`src/sv/kts_pkg.sv`:
```
package kts_pkg;
    localparam int unsigned MaxKeysDef = 64;
    localparam int unsigned TimeW = 32;
    localparam int unsigned ValW = 32;
    localparam int unsigned StatW = 3;
    localparam int unsigned KindW = 2;
    localparam int unsigned FracW = 16;

    typedef enum logic [KindW-1:0] {
        K_CLEAR  = 2'd0,
        K_APPEND = 2'd1,
        K_SAMPLE = 2'd2,
        K_NONE   = 2'd3
    } t_kind;

    typedef enum logic [StatW-1:0] {
        S_OK     = 3'd0,
        S_EMPTY  = 3'd1,
        S_BEFORE = 3'd2,
        S_PAST   = 3'd3,
        S_FULL   = 3'd4
    } t_status;

    // divider handshake
    typedef struct packed {
        logic start;
    } t_div_req;
    typedef struct packed {
        logic                 done;
        logic [FracW-1:0]     quot;
    } t_div_rsp;
endpackage

```
`src/sv/kts_div.sv`:
```
// Restoring divider: quot = floor((num << 16) / den), num < den, one bit per cycle.
module kts_div (
    input  logic                      i_clk,
    input  logic                      i_rst_n,
    input  kts_pkg::t_div_req         i_req,
    input  logic [kts_pkg::TimeW-1:0] i_num,
    input  logic [kts_pkg::TimeW-1:0] i_den,
    output kts_pkg::t_div_rsp         o_rsp
);
    import kts_pkg::*;

    logic [TimeW:0]       r_rem;
    logic [TimeW-1:0]     r_den;
    logic [FracW-1:0]     r_q;
    logic [4:0]           r_cnt;
    logic                 r_busy;
    logic                 r_done;
    logic [TimeW+1:0]     w_sh;
    logic [TimeW+1:0]     w_diff;

    assign w_sh   = {r_rem, 1'b0};
    assign w_diff = w_sh - {2'b00, r_den};

    always_ff @(posedge i_clk) begin
        if (!i_rst_n) begin
            r_busy <= 1'b0;
            r_done <= 1'b0;
            r_cnt  <= '0;
        end else begin
            r_done <= 1'b0;
            if (i_req.start) begin
                r_rem  <= {1'b0, i_num};
                r_den  <= i_den;
                r_cnt  <= 5'(FracW);
                r_busy <= 1'b1;
            end else if (r_busy) begin
                if (!w_diff[TimeW+1]) begin
                    r_rem <= w_diff[TimeW:0];
                    r_q   <= {r_q[FracW-2:0], 1'b1};
                end else begin
                    r_rem <= w_sh[TimeW:0];
                    r_q   <= {r_q[FracW-2:0], 1'b0};
                end
                r_cnt <= r_cnt - 5'd1;
                if (r_cnt == 5'd1) begin
                    r_busy <= 1'b0;
                    r_done <= 1'b1;
                end
            end
        end
    end

    assign o_rsp.done = r_done;
    assign o_rsp.quot = r_q;
endmodule

```
`config.mk`:
```
export PLATFORM = sky130hd
export DESIGN_NAME = kts_div
export DESIGN_NICKNAME = d
export VERILOG_FILES = /design/src/sv/kts_pkg.sv /design/src/sv/kts_div.sv
export SDC_FILE = /design/constraint.sdc
export NUM_CORES = 1
export LEC_CHECK = 0
export ABC_AREA = 1
export CAP_MARGIN = 20
export CORE_MARGIN = 2
export CORE_UTILIZATION = 50
export CTS_CLUSTER_SIZE = 20
export DETAILED_ROUTE_END_ITERATION = 10
export DONT_BUFFER_PORTS = 1
export PLACE_DENSITY = 0.67
export SETUP_SLACK_MARGIN = 0.15
export SKIP_LAST_GASP = 1
export SLEW_MARGIN = 25
export SYNTH_ARGS = -nofsm -noshare
export SYNTH_HDL_FRONTEND = slang
export SYNTH_SLANG_ARGS = --single-unit
```
`constraint.sdc`:
```
create_clock -name i_clk -period 4.3 [get_ports i_clk]
set_clock_uncertainty 0.1 [all_clocks]
set_input_delay 0.86 -clock i_clk [delete_from_list [all_inputs] [get_ports i_clk]]
set_output_delay 0.86 -clock i_clk [all_outputs]
set_load 0.02 [all_outputs]
```
==> impl_metrics.prom <==
# TYPE chip_impl_metric gauge
chip_impl_info{name="status",value="finished clean"} 1
chip_impl_metric{name="timing.reg2reg.setup_slack",unit="ps"} 1410
chip_impl_metric{name="max_clock_freq",unit="GHz"} 0.346
chip_impl_metric{name="synth_warnings",unit=""} 0
chip_impl_metric{name="detail_route.vias_per_cell",unit=""} 5.06
chip_impl_metric{name="clock-sinks",unit=""} 88
chip_impl_info{name="tritoncts_clock_tree",value="yes"} 1
chip_impl_metric{name="post_cts.resized_instances",unit=""} 0
chip_impl_metric{name="route.detailed.drc",unit=""} 0
chip_impl_metric{name="critPathMaxStageDelay",unit="ps"} 450
chip_impl_metric{name="yosys.cell_types.count",unit=""} 39
chip_impl_metric{name="routed-via-count",unit=""} 5517
chip_impl_metric{name="drive_above_1_share",unit="%"} 8.20
chip_impl_metric{name="postSynthCellCount",unit=""} 915
chip_impl_metric{name="fillers",unit=""} 1304
chip_impl_metric{name="hold_viol",unit=""} 0
chip_impl_info{name="critical_path.top_delay_family",value="simple AND/OR/NAND/NOR gates"} 1
chip_impl_metric{name="totalWireLength",unit="um"} 16400
chip_impl_metric{name="finalSetupViolations",unit=""} 0
chip_impl_metric{name="pin_count",unit=""} 84
chip_impl_metric{name="grt_start_max_net_pins",unit=""} 38
chip_impl_metric{name="drtAntennaViolNets",unit=""} 0
chip_impl_metric{name="die_h",unit="um"} 120
chip_impl_metric{name="firstDrtPassIters",unit=""} 4
chip_impl_info{name="clock-root-buffer",value="sky130_fd_sc_hd__clkbuf_16"} 1
chip_impl_info{name="criticalPathCategory",value="reg -> reg"} 1
chip_impl_info{name="r2r_end",value="r_rem[1]"} 1
chip_impl_metric{name="final.hold.worst_slack",unit="ps"} 412
chip_impl_metric{name="antenna_cells_inserted",unit=""} 0
chip_impl_metric{name="fp-row-count",unit=""} 42
chip_impl_metric{name="fin_cells",unit=""} 1091
chip_impl_metric{name="cts-hold-fix-buffers",unit=""} 0
chip_impl_metric{name="grt_first_pass_wirelength",unit="um"} 26800
chip_impl_metric{name="clk_pin_slew_worst_paths",unit="ps"} 80
chip_impl_metric{name="max-cap-violations",unit=""} 0
chip_impl_metric{name="postCtsSetupBuffers",unit=""} 0
chip_impl_metric{name="effective_utilization_at_floorplan",unit="%"} 50.8
chip_impl_metric{name="worst_ep_arrival_time",unit="ps"} 2910
chip_impl_metric{name="timing.final.crit_share",unit="%"} 67.2
chip_impl_info{name="synth-main-ff-cell",value="sky130_fd_sc_hd__edfxtp_1"} 1
chip_impl_metric{name="design.core.area",unit="um^2"} 13200
chip_impl_metric{name="final_routed_wire_length_divided_by_cell_count",unit="um"} 15.0
chip_impl_info{name="hold_path.class",value="reg -> reg"} 1
chip_impl_info{name="slowest_stage_cell_cp",value="sky130_fd_sc_hd__edfxtp_1"} 1
chip_impl_info{name="mostFrequentLayoutCells",value="315 x sky130_fd_sc_hd__nand2_1, 188 x sky130_fd_sc_hd__inv_1, 91 x sky130_fd_sc_hd__nand3_1"} 1
chip_impl_metric{name="async_flop_share",unit="%"} 0
chip_impl_metric{name="postLayoutCoreUtil",unit="%"} 53.9
chip_impl_metric{name="synth_seq_area_share",unit="%"} 38.4
chip_impl_metric{name="leakage_power_of_the_design",unit="nW"} 3.67
chip_impl_metric{name="initialDrtViolationCount",unit=""} 389
chip_impl_metric{name="worst-r2r-cell-count",unit=""} 11
chip_impl_info{name="cp-endpoint",value="r_rem[1]"} 1
chip_impl_info{name="critical_path.endpoint_type",value="flip-flop"} 1
chip_impl_metric{name="die_area",unit="um^2"} 14400
chip_impl_metric{name="numCtsBuffers",unit=""} 9
chip_impl_info{name="rsz0062_at_grt",value="false"} 1
chip_impl_metric{name="detailedPlacementHpwl",unit="um"} 12200
chip_impl_metric{name="cts_buffer_depth",unit=""} 2
chip_impl_metric{name="areaGrowthSynthToFinish",unit="%"} 6.04
chip_impl_metric{name="maxSlewHeadroom",unit="%"} 47.2
chip_impl_info{name="cell_type_with_the_highest_aggregate_area_in_the_netlist",value="sky130_fd_sc_hd__edfxtp_1"} 1
chip_impl_metric{name="minimum_clock_period_after_layout",unit="ps"} 2890
chip_impl_info{name="mostFrequentLayoutCell",value="sky130_fd_sc_hd__nand2_1"} 1
chip_impl_metric{name="postSynthAreaPerCell",unit="um^2"} 7.33
chip_impl_metric{name="gr-usage-all-layers",unit="%"} 24.1
chip_impl_info{name="crit_chain",value="ha_1 -> nand2_1 -> nor2_1 -> nand2_1 -> nor2_2 -> nand2_4 -> nand3_2 -> buf_4 -> nand3_1 -> nand3_1 -> nand2_1"} 1
chip_impl_info{name="r2r-start",value="r_rem[17]"} 1
chip_impl_info{name="timing.critical_path.from",value="r_rem[17]"} 1
chip_impl_metric{name="yosys_register_bits",unit=""} 88
chip_impl_metric{name="critical_path.n_buffers_inverters",unit=""} 1
chip_impl_info{name="synth.top_cells.by_area",value="sky130_fd_sc_hd__edfxtp_1 36%, sky130_fd_sc_hd__nand2_1 18%, sky130_fd_sc_hd__inv_1 11%"} 1
chip_impl_metric{name="setup-tns-final",unit="ps"} 0
chip_impl_metric{name="slew_viol_final",unit=""} 0
chip_impl_info{name="setup.worst_path.start_class",value="flip-flop"} 1
chip_impl_metric{name="globalplace.congestion",unit=""} 0.965
chip_impl_metric{name="grt_pass1_vias",unit=""} 5356
chip_impl_metric{name="overflow",unit=""} 0
chip_impl_metric{name="die_x",unit="um"} 120
chip_impl_metric{name="ir_worst_vdd",unit="mV"} 0.321
chip_impl_metric{name="netlist_area_before_placement",unit="um^2"} 6710
chip_impl_metric{name="worst-slew-pin-transition",unit="ps"} 790
chip_impl_metric{name="layout.nets",unit=""} 1011
chip_impl_metric{name="numPortBuffers",unit=""} 0
chip_impl_metric{name="h-tree-depth",unit=""} 3
chip_impl_metric{name="worst_ep_required_time",unit="ps"} 4310
chip_impl_metric{name="antenna_found_initial",unit=""} 0
chip_impl_info{name="most_used_cell_cp",value="sky130_fd_sc_hd__nand2_1"} 1
chip_impl_metric{name="number_of_enable_type_register_cells_in_the_synthesized_netlist",unit=""} 81
chip_impl_metric{name="pwr_per_cell_area",unit="nW/um^2"} 415
chip_impl_metric{name="critical_path_depth",unit=""} 11
chip_impl_metric{name="placedCellCount",unit=""} 1075
chip_impl_metric{name="syn_nets",unit=""} 1016
chip_impl_metric{name="crit_path_max_fanout",unit=""} 26
chip_impl_metric{name="post-synth-top-area-fraction",unit="%"} 36.3
chip_impl_metric{name="worstSkewPairLatency",unit="ps"} 360
[power by group]
group          total (mW)  switching (mW)  internal [mW]  leakage, nW
logic                1.02           0.668          0.354         2.69
registers            1.08          0.0451           1.03        0.825
clock network       0.855           0.384          0.471        0.158
[cells by family after synthesis]
logic type      after synthesis  synth area share, %
simple gates                534                 37.2
buf+inv                     212                 13.2
flops                        88                 38.4
fa+ha+maj                    34                 6.46
compound gates               31                 2.71
xor+xnor                     16                 2.09
[metrics by stage]
step	total power, mW	cell area (um^2)	setup WS, ps
floorplan	1.92	6710	1830
finish	2.95	7110	1410
global placement	2.10	6790	1490
detailed placement	2.11	6790	1490
CTS	2.97	7110	1480
global route	3.15	7110	1200
[how the worst min path moves through the flow]
stage / startpoint / to / slack [ps] / depth (start not counted)
6_report: r_cnt[1] / r_cnt[1] / 410 / 2
5_1_grt: r_cnt[1] / r_cnt[1] / 450 / 2
4_1_cts: r_cnt[1] / r_cnt[1] / 410 / 2
3_5_place_dp: r_cnt[1] / r_cnt[1] / 400 / 2
3_3_place_gp: r_cnt[1] / r_cnt[1] / 400 / 2
2_1_floorplan: r_cnt[1] / r_cnt[1] / 380 / 2
[synthesized netlist by cell type (3+ instances only)]
library cell / number
sky130_fd_sc_hd__a21oi_1: 19
sky130_fd_sc_hd__a21oi_2: 3
sky130_fd_sc_hd__and2_1: 4
sky130_fd_sc_hd__buf_2: 3
sky130_fd_sc_hd__buf_4: 3
sky130_fd_sc_hd__buf_6: 10
sky130_fd_sc_hd__clkbuf_1: 4
sky130_fd_sc_hd__dfxtp_1: 7
sky130_fd_sc_hd__edfxtp_1: 81
sky130_fd_sc_hd__ha_1: 33
sky130_fd_sc_hd__inv_1: 188
sky130_fd_sc_hd__inv_2: 4
sky130_fd_sc_hd__nand2_1: 315
sky130_fd_sc_hd__nand2_2: 4
sky130_fd_sc_hd__nand2_4: 4
sky130_fd_sc_hd__nand3_1: 91
sky130_fd_sc_hd__nand3_2: 29
sky130_fd_sc_hd__nand3b_1: 10
sky130_fd_sc_hd__nand4_1: 6
sky130_fd_sc_hd__nor2_1: 49
sky130_fd_sc_hd__nor2_2: 4
sky130_fd_sc_hd__nor3_1: 9
sky130_fd_sc_hd__xnor2_1: 14
[per-layer routing]
layer	up-vias	GRT usage, %	share of wire, %
met4	0	7.72	1.8
li1	2846	-	-
met1	2511	33.9	49
met3	18	5.32	6.2
met5	-	0	0
met2	142	37.1	43
[sequential cells by signal, summed over array words and instances (netlist names)]
name and count:
r_rem 33, r_den 32, r_q 16, r_cnt 5, r_busy 1, r_done 1
[layout make-up]
class | count | area, um^2 | area share (%)
repair buffers | 4 | 30.0 | 0.422
multi-input cells | 615 | 3250 | 45.7
flip-flops and latches | 88 | 2570 | 36.2
clock buffers | 9 | 225 | 3.17
inverters | 192 | 721 | 10.1
well taps | 176 | 220 | 3.10
clock inverters | 7 | 92.6 | 1.30
[worst min-delay path, stage by stage, from the launching register on]
cell and delay, ps:
sky130_fd_sc_hd__dfxtp_1 330, sky130_fd_sc_hd__nor2_1 90, sky130_fd_sc_hd__a211oi_1 50
Power figures use the tool's default switching activity.
